## config.mk

```make
export PLATFORM = sky130hd
export DESIGN_NAME = round_robin_task_scheduler_top
export DESIGN_NICKNAME = d
export VERILOG_FILES = /design/src/rrts_pkg.sv /design/src/rrts_csr.sv /design/src/round_robin_task_scheduler_top.sv
export SDC_FILE = /design/constraint.sdc
export NUM_CORES = 2
export LEC_CHECK = 0
export ABC_AREA = 0
export CAP_MARGIN = 40
export CORE_UTILIZATION = 55
export CTS_BUF_LIST = sky130_fd_sc_hd__clkbuf_4
export CTS_CLUSTER_DIAMETER = 60
export DETAILED_ROUTE_END_ITERATION = 8
export DONT_BUFFER_PORTS = 1
export HOLD_SLACK_MARGIN = 0.15
export PLACE_DENSITY = 0.81
export SLEW_MARGIN = 20
export SYNTH_ARGS = -nofsm -noshare
export SYNTH_HDL_FRONTEND = slang
export SYNTH_SLANG_ARGS = --single-unit
export TNS_END_PERCENT = 1
```

## constraint.sdc

```tcl
create_clock -name clock -period 20.3 [get_ports clock]
set_input_delay 1.015 -clock clock [delete_from_list [all_inputs] [get_ports clock]]
set_output_delay 1.015 -clock clock [all_outputs]
set_load 0.01 [all_outputs]
```

## src/rrts_pkg.sv

```systemverilog
package rrts_pkg;

   localparam logic [2:0] MODE_TICK     = 3'd0;
   localparam logic [2:0] MODE_ALLOC    = 3'd1;
   localparam logic [2:0] MODE_RUNNABLE = 3'd2;
   localparam logic [2:0] MODE_SLEEP    = 3'd3;
   localparam logic [2:0] MODE_WAKEUP   = 3'd4;
   localparam logic [2:0] MODE_SIGNAL   = 3'd5;
   localparam logic [2:0] MODE_START    = 3'd6;
   localparam logic [2:0] MODE_RESCHED  = 3'd7;

   localparam logic [2:0] ST_FREE   = 3'd0;
   localparam logic [2:0] ST_BUILD  = 3'd1;
   localparam logic [2:0] ST_NEW    = 3'd2;
   localparam logic [2:0] ST_RUN    = 3'd3;
   localparam logic [2:0] ST_SLEEP  = 3'd4;
   localparam logic [2:0] ST_KILLED = 3'd5;

   localparam logic [15:0] TIMESLICE_RESET = 16'd20;
   localparam int unsigned CSR_ADDR_W      = 3;
   localparam logic [0:0]  CSR_TIMESLICE   = 1'b0;

   typedef struct packed {
      logic [2:0]  mode;
      logic [3:0]  slot;
      logic [15:0] pid;
      logic [15:0] map_selector;
      logic [15:0] stack_pointer;
      logic [15:0] event_req;
      logic [3:0]  signal_number;
   } req_type;

   typedef struct packed {
      logic        ok;
      logic [3:0]  task_slot;
      logic        switched;
      logic [15:0] restore_selector;
      logic [15:0] restore_stack;
      logic        kill_request;
      logic [15:0] kill_pid;
      logic        last;
   } rsp_type;

endpackage

```

## src/rrts_csr.sv

```systemverilog
module rrts_csr (
   input  logic                              clock,
   input  logic                              reset,
   input  logic                              psel,
   input  logic                              penable,
   input  logic                              pwrite,
   input  logic [rrts_pkg::CSR_ADDR_W-1:0]   paddr,
   input  logic [31:0]                       pwdata,
   output logic [31:0]                       prdata,
   output logic                              pready,
   output logic [15:0]                       timeslice
);

   logic [15:0] timeslice_ff;
   logic        hit;

   assign hit       = (paddr[2:2] == rrts_pkg::CSR_TIMESLICE);
   assign pready    = 1'b1;
   assign timeslice = timeslice_ff;
   assign prdata    = hit ? {16'd0, timeslice_ff} : 32'd0;

   always_ff @(posedge clock) begin
      if (reset) begin
         timeslice_ff <= rrts_pkg::TIMESLICE_RESET;
      end else if (psel && penable && pwrite && hit) begin
         timeslice_ff <= pwdata[15:0];
      end
   end

endmodule

```

## src/round_robin_task_scheduler_top.sv

```systemverilog
// Round robin task scheduler with a task table held in one slot memory.
// Commands enter on req_item when start is high and busy is low. Every
// command gives one final result beat (last high) on rsp_item, marked by
// rsp_strobe for one cycle; a reschedule first gives one beat per task it
// kills (kill_request high, last low). The receiver cannot stall: beats
// are shown once and never held.
// Tick without reschedule, start and reschedule-now answer in the
// cycle after acceptance. Make-runnable and sleep read the slot, then
// write it back in S_RMW. Allocate, signal and wakeup read one slot per
// cycle from the memory; a reschedule reads the current slot and then
// the others. The slot memory has a single read port, and one command
// is in flight at a time.
// Reset frees every slot, clears pending signals, current slot and tick
// count, and sets the timeslice to 20; no clearing pass is needed.
// The timeslice register sits at byte address 0 of the APB port.
module round_robin_task_scheduler_top #(
   parameter int unsigned NUM_SLOTS    = 16,
   parameter int unsigned SIGNAL_COUNT = 16,
   parameter int unsigned KILL_SIGNAL  = 9
) (
   input  logic                            clock,
   input  logic                            reset,
   input  logic                            start,
   output logic                            busy,
   input  rrts_pkg::req_type               req_item,
   output logic                            rsp_strobe,
   output rrts_pkg::rsp_type               rsp_item,
   input  logic                            psel,
   input  logic                            penable,
   input  logic                            pwrite,
   input  logic [rrts_pkg::CSR_ADDR_W-1:0] paddr,
   input  logic [31:0]                     pwdata,
   output logic [31:0]                     prdata,
   output logic                            pready
);

   localparam int unsigned SW = $clog2(NUM_SLOTS);
   localparam logic [31:0] KILL_BIT  = (KILL_SIGNAL < SIGNAL_COUNT) ?
                                       (32'd1 << KILL_SIGNAL) : 32'd0;
   localparam logic [31:0] KILL_MASK = (32'd1 << (KILL_SIGNAL + 1)) - 32'd1;
   localparam logic [SW-1:0] LAST_SLOT = SW'(NUM_SLOTS - 1);

   typedef struct packed {
      logic [2:0]              state;
      logic [15:0]             pid;
      logic [15:0]             selector;
      logic [15:0]             stack;
      logic [SIGNAL_COUNT-1:0] pending;
      logic [15:0]             wait_event;
   } slot_rec_type;

   typedef enum logic [4:0] {
      S_IDLE = 5'b00001,
      S_CUR  = 5'b00010,
      S_SCAN = 5'b00100,
      S_RMW  = 5'b01000,
      S_FIN  = 5'b10000
   } fsm_type;

   function automatic logic [SW-1:0] next_slot(input logic [SW-1:0] s);
      next_slot = (s == LAST_SLOT) ? '0 : s + SW'(1);
   endfunction

   logic [15:0] timeslice;

   rrts_csr u_csr (
      .clock     (clock),
      .reset     (reset),
      .psel      (psel),
      .penable   (penable),
      .pwrite    (pwrite),
      .paddr     (paddr),
      .pwdata    (pwdata),
      .prdata    (prdata),
      .pready    (pready),
      .timeslice (timeslice)
   );

   // slot memory
   slot_rec_type          slot_mem [NUM_SLOTS];
   logic [NUM_SLOTS-1:0]  slot_valid_ff;
   slot_rec_type          rd_raw_ff;
   logic                  rd_valid_ff;
   logic                  rd_en;
   logic [SW-1:0]         rd_addr;
   logic                  we;
   logic [SW-1:0]         waddr;
   slot_rec_type          wdata;
   slot_rec_type          rec;

   always_ff @(posedge clock) begin
      if (rd_en) begin
         rd_raw_ff   <= slot_mem[rd_addr];
         rd_valid_ff <= slot_valid_ff[rd_addr];
      end
      if (we) begin
         slot_mem[waddr] <= wdata;
      end
   end

   always_ff @(posedge clock) begin
      if (reset) begin
         slot_valid_ff <= '0;
      end else if (we) begin
         slot_valid_ff[waddr] <= 1'b1;
      end
   end

   // an entry never written reads as a free slot with nothing pending
   always_comb begin
      rec = rd_raw_ff;
      if (!rd_valid_ff) begin
         rec.state   = rrts_pkg::ST_FREE;
         rec.pending = '0;
      end
   end

   fsm_type           fsm_ff, fsm_in;
   rrts_pkg::req_type req_ff, req_in;
   logic [SW-1:0]     eidx_ff, eidx_in;
   logic              elast_ff, elast_in;
   logic              woke_ff, woke_in;
   slot_rec_type      cur_rec_ff, cur_rec_in;
   logic [SW-1:0]     cur_ff, cur_in;
   logic [15:0]       ticks_ff, ticks_in;
   rrts_pkg::rsp_type rsp_ff, rsp_in;
   logic              rsp_strobe_ff, rsp_strobe_in;

   logic              cont;
   logic [SW-1:0]     nxt;
   logic [31:0]       sig_bit;
   logic [31:0]       pend32;
   logic              kill_hit;
   logic              cand;

   assign busy       = (fsm_ff != S_IDLE);
   assign rsp_strobe = rsp_strobe_ff;
   assign rsp_item   = rsp_ff;
   assign nxt        = next_slot(eidx_ff);
   assign sig_bit    = 32'd1 << req_ff.signal_number;
   assign pend32     = 32'(rec.pending);
   assign kill_hit   = ((pend32 & KILL_MASK) == KILL_BIT) && (KILL_BIT != 32'd0);
   assign cand       = (rec.state == rrts_pkg::ST_RUN) || (rec.state == rrts_pkg::ST_NEW) ||
                       ((rec.state == rrts_pkg::ST_SLEEP) && (rec.pending != '0));

   always_comb begin
      fsm_in        = fsm_ff;
      req_in        = req_ff;
      eidx_in       = eidx_ff;
      elast_in      = elast_ff;
      woke_in       = woke_ff;
      cur_rec_in    = cur_rec_ff;
      cur_in        = cur_ff;
      ticks_in      = ticks_ff;
      rsp_in        = rsp_ff;
      rsp_strobe_in = 1'b0;
      rd_en         = 1'b0;
      rd_addr       = eidx_ff;
      we            = 1'b0;
      waddr         = eidx_ff;
      wdata         = rec;
      cont          = 1'b0;

      unique case (fsm_ff)
         S_IDLE: begin
            if (start) begin
               req_in           = req_item;
               rsp_in           = '0;
               rsp_in.last      = 1'b1;
               rsp_in.task_slot = 4'(cur_ff);
               unique case (req_item.mode) inside
                  rrts_pkg::MODE_TICK: begin
                     if (ticks_ff == 16'd1) begin
                        ticks_in = '0;
                        rd_en    = 1'b1;
                        rd_addr  = cur_ff;
                        fsm_in   = S_CUR;
                     end else begin
                        if (ticks_ff != '0) begin
                           ticks_in = ticks_ff - 16'd1;
                        end
                        rsp_strobe_in = 1'b1;
                     end
                  end
                  rrts_pkg::MODE_ALLOC, rrts_pkg::MODE_WAKEUP,
                  rrts_pkg::MODE_SIGNAL: begin
                     rd_en    = 1'b1;
                     rd_addr  = '0;
                     eidx_in  = '0;
                     elast_in = 1'b0;
                     woke_in  = 1'b0;
                     fsm_in   = S_SCAN;
                  end
                  rrts_pkg::MODE_RUNNABLE, rrts_pkg::MODE_SLEEP: begin
                     if (32'(req_item.slot) >= NUM_SLOTS) begin
                        rsp_in.task_slot = '0;
                        rsp_strobe_in    = 1'b1;
                     end else begin
                        rd_en   = 1'b1;
                        rd_addr = SW'(req_item.slot);
                        eidx_in = SW'(req_item.slot);
                        fsm_in  = S_RMW;
                     end
                  end
                  rrts_pkg::MODE_START: begin
                     ticks_in      = timeslice;
                     rsp_in.ok     = 1'b1;
                     rsp_strobe_in = 1'b1;
                  end
                  default: begin
                     ticks_in      = 16'd1;
                     rsp_in.ok     = 1'b1;
                     rsp_strobe_in = 1'b1;
                  end
               endcase
            end
         end

         S_CUR: begin
            // save the outgoing stack, then scan from the slot after current
            cur_rec_in = rec;
            if ((rec.state == rrts_pkg::ST_RUN) || (rec.state == rrts_pkg::ST_SLEEP)) begin
               cur_rec_in.stack = req_ff.stack_pointer;
               we               = 1'b1;
               waddr            = cur_ff;
               wdata            = cur_rec_in;
            end
            rd_en    = 1'b1;
            rd_addr  = next_slot(cur_ff);
            eidx_in  = next_slot(cur_ff);
            elast_in = (next_slot(next_slot(cur_ff)) == cur_ff);
            fsm_in   = S_SCAN;
         end

         S_SCAN: begin
            rsp_in      = '0;
            rsp_in.last = 1'b1;
            case (req_ff.mode)
               rrts_pkg::MODE_ALLOC: begin
                  if (rec.state == rrts_pkg::ST_FREE) begin
                     we                = 1'b1;
                     wdata.state       = rrts_pkg::ST_BUILD;
                     wdata.pid         = req_ff.pid;
                     wdata.selector    = req_ff.map_selector;
                     wdata.stack       = req_ff.stack_pointer;
                     wdata.pending     = '0;
                     rsp_in.ok         = 1'b1;
                     rsp_in.task_slot  = 4'(eidx_ff);
                     rsp_strobe_in     = 1'b1;
                     fsm_in            = S_IDLE;
                  end else if (elast_ff) begin
                     rsp_strobe_in = 1'b1;
                     fsm_in        = S_IDLE;
                  end else begin
                     cont = 1'b1;
                  end
               end
               rrts_pkg::MODE_WAKEUP: begin
                  if ((rec.state == rrts_pkg::ST_SLEEP) &&
                      (rec.wait_event == req_ff.event_req)) begin
                     we               = 1'b1;
                     wdata.state      = rrts_pkg::ST_RUN;
                     wdata.wait_event = '0;
                     woke_in          = 1'b1;
                  end
                  if (elast_ff) begin
                     rsp_in.ok        = woke_in;
                     rsp_in.task_slot = 4'(cur_ff);
                     rsp_strobe_in    = 1'b1;
                     fsm_in           = S_IDLE;
                  end else begin
                     cont = 1'b1;
                  end
               end
               rrts_pkg::MODE_SIGNAL: begin
                  if ((rec.state != rrts_pkg::ST_FREE) && (rec.pid == req_ff.pid)) begin
                     we               = 1'b1;
                     wdata.pending    = rec.pending | sig_bit[SIGNAL_COUNT-1:0];
                     rsp_in.ok        = 1'b1;
                     rsp_in.task_slot = 4'(eidx_ff);
                     rsp_strobe_in    = 1'b1;
                     fsm_in           = S_IDLE;
                  end else if (elast_ff) begin
                     rsp_strobe_in = 1'b1;
                     fsm_in        = S_IDLE;
                  end else begin
                     cont = 1'b1;
                  end
               end
               default: begin
                  if (cand && kill_hit) begin
                     // report the kill and skip this task
                     we                  = 1'b1;
                     wdata.state         = rrts_pkg::ST_KILLED;
                     rsp_in.last         = 1'b0;
                     rsp_in.kill_request = 1'b1;
                     rsp_in.kill_pid     = rec.pid;
                     rsp_in.task_slot    = 4'(eidx_ff);
                     rsp_strobe_in       = 1'b1;
                     if (elast_ff) begin
                        fsm_in = S_FIN;
                     end else begin
                        cont = 1'b1;
                     end
                  end else if (cand) begin
                     if (rec.state == rrts_pkg::ST_NEW) begin
                        we          = 1'b1;
                        wdata.state = rrts_pkg::ST_RUN;
                     end
                     cur_in                  = eidx_ff;
                     ticks_in                = timeslice;
                     rsp_in.ok               = 1'b1;
                     rsp_in.task_slot        = 4'(eidx_ff);
                     rsp_in.switched         = 1'b1;
                     rsp_in.restore_selector = rec.selector;
                     rsp_in.restore_stack    = rec.stack;
                     rsp_strobe_in           = 1'b1;
                     fsm_in                  = S_IDLE;
                  end else if (elast_ff) begin
                     fsm_in = S_FIN;
                  end else begin
                     cont = 1'b1;
                  end
               end
            endcase
            if (cont) begin
               rd_en   = 1'b1;
               rd_addr = nxt;
               eidx_in = nxt;
               if (req_ff.mode == rrts_pkg::MODE_TICK) begin
                  elast_in = (next_slot(nxt) == cur_ff);
               end else begin
                  elast_in = (nxt == LAST_SLOT);
               end
            end
         end

         S_RMW: begin
            we = 1'b1;
            if (req_ff.mode == rrts_pkg::MODE_RUNNABLE) begin
               wdata.state = rrts_pkg::ST_NEW;
            end else begin
               wdata.state      = rrts_pkg::ST_SLEEP;
               wdata.wait_event = req_ff.event_req;
            end
            rsp_in           = '0;
            rsp_in.last      = 1'b1;
            rsp_in.ok        = 1'b1;
            rsp_in.task_slot = 4'(eidx_ff);
            rsp_strobe_in    = 1'b1;
            fsm_in           = S_IDLE;
         end

         default: begin
            // no candidate: stay on the current task
            ticks_in                = timeslice;
            rsp_in                  = '0;
            rsp_in.last             = 1'b1;
            rsp_in.ok               = 1'b1;
            rsp_in.task_slot        = 4'(cur_ff);
            rsp_in.restore_selector = cur_rec_ff.selector;
            rsp_in.restore_stack    = cur_rec_ff.stack;
            rsp_strobe_in           = 1'b1;
            fsm_in                  = S_IDLE;
         end
      endcase
   end

   always_ff @(posedge clock) begin
      if (reset) begin
         fsm_ff        <= S_IDLE;
         cur_ff        <= '0;
         ticks_ff      <= '0;
         rsp_strobe_ff <= 1'b0;
      end else begin
         fsm_ff        <= fsm_in;
         cur_ff        <= cur_in;
         ticks_ff      <= ticks_in;
         rsp_strobe_ff <= rsp_strobe_in;
      end
   end

   always_ff @(posedge clock) begin
      req_ff     <= req_in;
      eidx_ff    <= eidx_in;
      elast_ff   <= elast_in;
      woke_ff    <= woke_in;
      cur_rec_ff <= cur_rec_in;
      rsp_ff     <= rsp_in;
   end

endmodule
```

After elaboration in Yosys (flattened, before gate mapping). Memory sizes are Yosys's and may differ from the RTL's. A register that Yosys moved wholly into a read port is not among the register bits. Cells that the tools add are included.

Order comparisons: 3. Add/sub/neg operators: 5. Shift operators: 1. Reduce and logical (&&, ||, !) cells: 33. Equal/unequal tests: 40. Multiplexer cells: 112. Bitwise gates (word level): 7.

Operators with widths (count): 56-bit case mux with 4 select lines (1); 16-bit two-way mux (13); 16-bit case mux with 3 select lines (3); 64-bit case mux with 2 select lines (1); 48-bit two-way mux (2); 67-bit two-way mux (1); 5-bit case mux with 3 select lines (4); 56-bit two-way mux (1); 5-bit two-way mux (11); 51-bit two-way mux (1); 4-bit two-way mux (11); 38-bit two-way mux (1); 4-bit case mux with 3 select lines (3); 1-bit two-way mux (35); 33-bit two-way mux (1); 16-bit == test (2); 16-bit OR (2); 16-bit case mux with 2 select lines (1); 16-bit nonzero test (2); 1-bit case mux with 3 select lines (7); 3-bit == test (second input constant) (6); 18-bit two-way mux (1); 3-bit two-way mux (6); 3-bit case mux with 3 select lines (2); 40 further kinds (83).

RAM bits: 1328. Memories: 1. Register bits: 224. Output and inout bits: 91. Word-level logic and storage cells: 228. Bits of input ports: 116.

Memory list: slot_mem (depth 16, width 83, read ports 1, clocked after Yosys merged registers in 1, wr ports 1, RTL line round_robin_task_scheduler_top.sv:80) `slot_rec_type slot_mem [NUM_SLOTS];`.

Longest topological paths before layout.
Depth after elaboration: 12. Mapped depth: 17. Depth with buffers taken out: 12.

Modules after synthesis. A second synthesis with hierarchy kept.

Cell total of the unflattened synthesis: 4152. Area, all modules: 64420.5 µm².

By module, submodules not included: round_robin_task_scheduler_top (seq. area each 48196.2 µm², cells each 4046, instances 1, area an instance 63443.3 µm²); rrts_csr (seq. area each 320.3 µm², cells each 106, instances 1, area an instance 977.2 µm²).

Worst setup path before layout. No wires, ideal clock.

Kind: register to register. Start: register fsm_ff[4]. End: memory slot_mem[1][0] in the netlist's numbering, enable pin. Buffers on the path: 0. Period minus slack after synthesis: 6.360 ns. Data arrival time: 5.835 ns. Data required time: 19.775 ns. Path slack: 13.940 ns. Cell stages (with the launch flop): 8. Path through: dfxtp_1 > nor3_1 > nand2_1 > inv_1 > nand2b_1 > or3_1 > a21o_1 > nor2_1.

Longest elaborated chain between the ends: 4. Elaborated cells on any way between the ends: 7. Classes of those cells: 3 x eq/ne; 4 x mux.

RTL lines: from (decl) (RTL line round_robin_task_scheduler_top.sv:118) `fsm_type fsm_ff, fsm_in;`; from (signal assigned) (RTL line round_robin_task_scheduler_top.sv:376) `fsm_ff <= fsm_in;`; 5-bit by 4-bit == test with 1-bit output, or another cell as far along (RTL line round_robin_task_scheduler_top.sv:164) `unique case (fsm_ff)`; 1-bit case mux with 3 select lines (RTL line round_robin_task_scheduler_top.sv:164); 1-bit two-way mux (RTL line round_robin_task_scheduler_top.sv:96) `if (we) begin`; 1-bit two-way mux (implied by the code) (RTL line round_robin_task_scheduler_top.sv:97) `slot_mem[waddr] <= wdata;`; to (decl) (RTL line round_robin_task_scheduler_top.sv:80).

Several ways; a longest one is shown, not always the timed one.

Final worst setup path.
Start: register req_ff[64] in the netlist's numbering. End: register rd_raw_ff[72] (netlist name).

Longest elaborated chain between the ends: 7. Elaborated cells on any way between the ends: 9. Classes of those cells: 1 x eq/ne; 7 x mux; 1 x reduce/logical.

RTL lines: from (decl) (RTL line round_robin_task_scheduler_top.sv:119) `rrts_pkg::req_type req_ff, req_in;`; from (signal assigned) (RTL line round_robin_task_scheduler_top.sv:384) `req_ff <= req_in;`; 16-bit == test * (RTL line round_robin_task_scheduler_top.sv:276) `if ((rec.state != rrts_pkg::ST_FREE) && (rec.pid == req_ff.pid)) begin`; 1-bit logical AND * (RTL line round_robin_task_scheduler_top.sv:276); 1-bit two-way mux * (RTL line round_robin_task_scheduler_top.sv:276); 1-bit case mux with 3 select lines * (RTL line round_robin_task_scheduler_top.sv:238) `case (req_ff.mode)`; 1-bit two-way mux * (RTL line round_robin_task_scheduler_top.sv:164); 4-bit two-way mux or 1-bit two-way mux (tied branches) (RTL line round_robin_task_scheduler_top.sv:326) `if (cont) begin`; 4-bit case mux with 3 select lines or 1-bit case mux with 3 select lines (tied branches) (RTL line round_robin_task_scheduler_top.sv:164).

Mark *: on every way between the ends. The rest lies on a longest branch, timed or not. The select of a mux whose other input is x is not followed. A chain may end at the register's enable or synchronous reset.

==> impl_metrics.csv <==
group,metric,value,unit
placement,post-place-ws,14120,ps
logic_synthesis,synth_warnings,0,
drt,drt-total-wl,168000,um
power_and_ir_drop,vdd_drop_max,67.2,uV
drt,drc,0,
clock_tree,cts_buffers,397,
critical_path,arrival,7250,ps
layout,fillers,8177,
critical_path,path_delay_family,"simple AND/OR/NAND/NOR gates",
layout,nets,5522,
die,dieArea,120000,sq um
drt,via_per_inst,6.05,
logic_synthesis,synthTopCellsByArea,"edfxtp_1 (72%), nand2_1 (8.3%), nand3_1 (3.9%), a21oi_1 (2.7%), dfxtp_1 (1.8%)",
layout,areaGrowthSynthToFinish,12.4,%
critical_path,critPathLaunchType,"flip-flop",
placement,dp_cells,6420,
die,die_h,347,um
critical_path,cp_data_required_time,21220,ps
critical_path,endpoint_kind,"flip-flop",
sta,finalSetupTns,0,ps
sta,finalSetupViolCount,0,
clock_tree,clkSinkCount,1635,
die,start_util,55.5,%
logic_synthesis,async_flop_share,0,%
logic_synthesis,synth_seq_cells,1635,
logic_synthesis,ys.flop_type,"edfxtp_1",
clock_tree,cts_max_level,5,
drt,first_pass_iters,8,
sta,finClkSkew,99.1,ps
grt,grt_use_total,27.2,%
critical_path,cpMaxStageDelayCell,"buf_4",
sta,worstMarginPinSlew,1370,ps
sta,fmax,158,MHz
critical_path,timing_worst_setup_path_type,"flip-flop to flip-flop",
die,rows,126,
drt,drt_iter0_drc,6375,
clock_tree,cts_tree,"done",
logic_synthesis,ys_seq_area_share,74.2,%
clock_tree,clock_path_buffers,4,
drt,ant_nets,0,
power_and_ir_drop,power.density,98.5,nW/um^2
critical_path,cp_slowest_stage_delay,760,ps
grt,grt_pass1_wl,246000,um
grt,overflow,0,
die,ioPinCount,207,
critical_path,cp_max_fo,46,
critical_path,crit_buf_inv,3,
sta,max_slew_margin,8.77,%
drt,wl_per_cell,23.2,um
sta,rsz0062_at_grt,"no",
grt,antenna_found_initial,4,
logic_synthesis,postSynthCellCount,5060,
layout,layout-drive-gt1-share,16.0,%
logic_synthesis,syn_area,65400,sq um
logic_synthesis,yosysTopAreaCellShare,72.4,%
clock_tree,post_cts_buffers,0,
power_and_ir_drop,leakage,25.4,nW
layout,stdcell_count,7220,
sta,hold_viol_final,0,
sta,period_share,31.2,%
logic_synthesis,ys_types,79,
status,status,"completed",
clock_tree,clk_pin_slew,70,ps
sta,post-route-min-period,6330,ps
flow_run,drv_cap,0,
grt,grt_pass1_vias,42200,
logic_synthesis,synth_edf_count,1577,
hold_path,min-delay-path-class,"primary input to flip-flop",
critical_path,path_common_cell,"buf_4",
drt,vias,43700,
sta,drv_slew,0,
clock_tree,insertion_delay,1280,ps
logic_synthesis,syn_avg_cell_area,12.9,sq um
placement,dpl.hpwl,87300,um
clock_tree,root_buffer,"clkbuf_4",
logic_synthesis,synth_area_leader_cell,"edfxtp_1",
placement,portBuffers,0,
sta,setup_slack,13970,ps
critical_path,crit_path_cell_trace,"xnor2_1, nand4_1, nor4_4, a211oi_1, nor2_2, a211o_4, buf_4, or3_4, buf_4, buf_16, a21oi_2, nor4_1, o21ai_1",
placement,place_congestion,0.902,
grt,grt_max_degree,248,
die,die_w,347,um
die,core_area,118000,sq um
-- repair_timing --
item	in CTS	in global routing
hold buffers	95	0
resized for setup	0	0
endpoints found under the hold margin	136	0
-- Yosys cell counts, types with 19 or more instances --
cell / number
o21ai_1: 56
nand4_1: 39
o21ai_0: 50
nor2_1: 117
nor2b_1: 23
buf_4: 25
edfxtp_1: 1577
nand3_1: 506
clkbuf_1: 107
a22o_1: 37
nand2_1: 1450
nor4_1: 61
and2_1: 22
nor3_1: 47
a21oi_1: 352
xnor2_1: 29
mux2_2: 64
buf_2: 144
dfxtp_1: 58
xor2_1: 19
a21oi_2: 61
-- where the power goes --
group	switching, mW	internal, mW
combinational	0.547	0.223
sequential	0.0571	3.84
clock	1.26	1.31
-- worst register-to-register path, delay by kind of cell, from the launching register on --
| family | cells | cell delay, ps |
|---|---|---|
| xor gates and xnor gates | 1 | 550 |
| buffers and inverters | 3 | 1540 |
| DFF | 1 | 420 |
| and+or+nand+nor | 5 | 2480 |
| AOI/OAI and AO/OA | 4 | 1020 |
-- path summary, 6_finish.rpt --
check	start	end	slack (ps)	cells past startpoint
worst max-delay path	req_ff[64]$_DFFE_PP_	rd_raw_ff[72]$_DFFE_PP_	13970	13
worst min-delay path	req_item[74]	eidx_ff[1]$_DFFE_PP_	280	3
worst max register to register	req_ff[64]$_DFFE_PP_	rd_raw_ff[72]$_DFFE_PP_	13970	13
worst min register to register	slot_valid_ff[15]$_SDFFE_PP0P_	slot_valid_ff[15]$_SDFFE_PP0P_	480	2
-- cell usage in the layout (no fill, tap or decap), types with 6 or more instances in the layout --
| cell | n |
|---|---|
| or3_1 | 9 |
| and3_1 | 13 |
| nor4_1 | 61 |
| nor2_4 | 16 |
| clkinv_1 | 98 |
| a21oi_1 | 350 |
| mux2_2 | 64 |
| dlygate4sd3_1 | 94 |
| inv_1 | 14 |
| nand4_1 | 39 |
| xor2_1 | 19 |
| buf_12 | 13 |
| clkinv_2 | 12 |
| edfxtp_1 | 1577 |
| a21oi_2 | 61 |
| nor2_1 | 101 |
| xnor2_1 | 29 |
| nor2b_1 | 23 |
| buf_4 | 99 |
| ha_1 | 7 |
| nor3_1 | 44 |
| a22o_1 | 37 |
| mux2i_1 | 7 |
| conb_1 | 17 |
| a22oi_1 | 15 |
| and2_1 | 20 |
| dfxtp_1 | 58 |
| nand2b_1 | 12 |
| buf_16 | 22 |
| nand3_1 | 506 |
| o21ai_1 | 60 |
| clkbuf_4 | 566 |
| nand2_1 | 1449 |
| a211oi_1 | 6 |
| o21ai_0 | 45 |
-- sequential cells by signal, indices dropped and copies added (netlist names), 4 cells and up --
register / cells
rd_raw_ff: 83
u_csr.timeslice: 16
fsm_ff: 5
ticks_ff: 16
rsp_item: 56
cur_ff: 4
eidx_ff: 4
cur_rec_ff: 32
req_ff: 71
slot_valid_ff: 16
slot_mem: 1328
-- stage by stage --
stage	cell area [sq um]	util [%]	total power, mW	hold WS [ps]
floorplan	65500	-	4.46	437
global placement	66800	56.6	4.65	448
detailed placement	67500	57.2	4.70	462
CTS	73200	62.1	7.24	158
global route	73500	62.3	7.49	255
finish	73500	62.3	7.24	277
-- routing by layer --
| layer | GRT usage (%) | up-vias | wire length [um] |
|---|---|---|---|
| met5 | 0 | - | 13 |
| met4 | 13.0 | 2 | 6600 |
| met3 | 6.73 | 430 | 21700 |
| met2 | 42.9 | 3154 | 79100 |
| met1 | 35.5 | 20900 | 60300 |
| li1 | - | 19200 | - |
-- area by class of cell --
| class | count | area (sq um) | share of cell area, % |
|---|---|---|---|
| inverter | 17 | 66.3 | 0.0902 |
| clock inverter | 117 | 541 | 0.736 |
| tap | 1536 | 1920 | 2.62 |
| multi-input combinational | 3116 | 15600 | 21.3 |
| antenna | 3 | 7.51 | 0.0102 |
| sequential | 1635 | 48500 | 66.0 |
| clock buffer | 564 | 4230 | 5.76 |
| timing repair buffer | 232 | 2570 | 3.50 |
-- cells by family (layout without fill, tap and decap cells) --
| group | Yosys count | after routing | synth area share (%) |
|---|---|---|---|
| other | 2 | 20 | 0.0115 |
| and+or+nand+nor | 2338 | 2338 | 15.5 |
| DFF | 1635 | 1635 | 74.2 |
| adders and majority gates | 7 | 7 | 0.134 |
| AOI/OAI and AO/OA | 635 | 635 | 5.84 |
| xor gates and xnor gates | 48 | 48 | 0.643 |
| muxes | 71 | 71 | 1.21 |
| buffers and inverters | 324 | 930 | 2.46 |
Note: power is estimated with default switching activity, not from simulation.
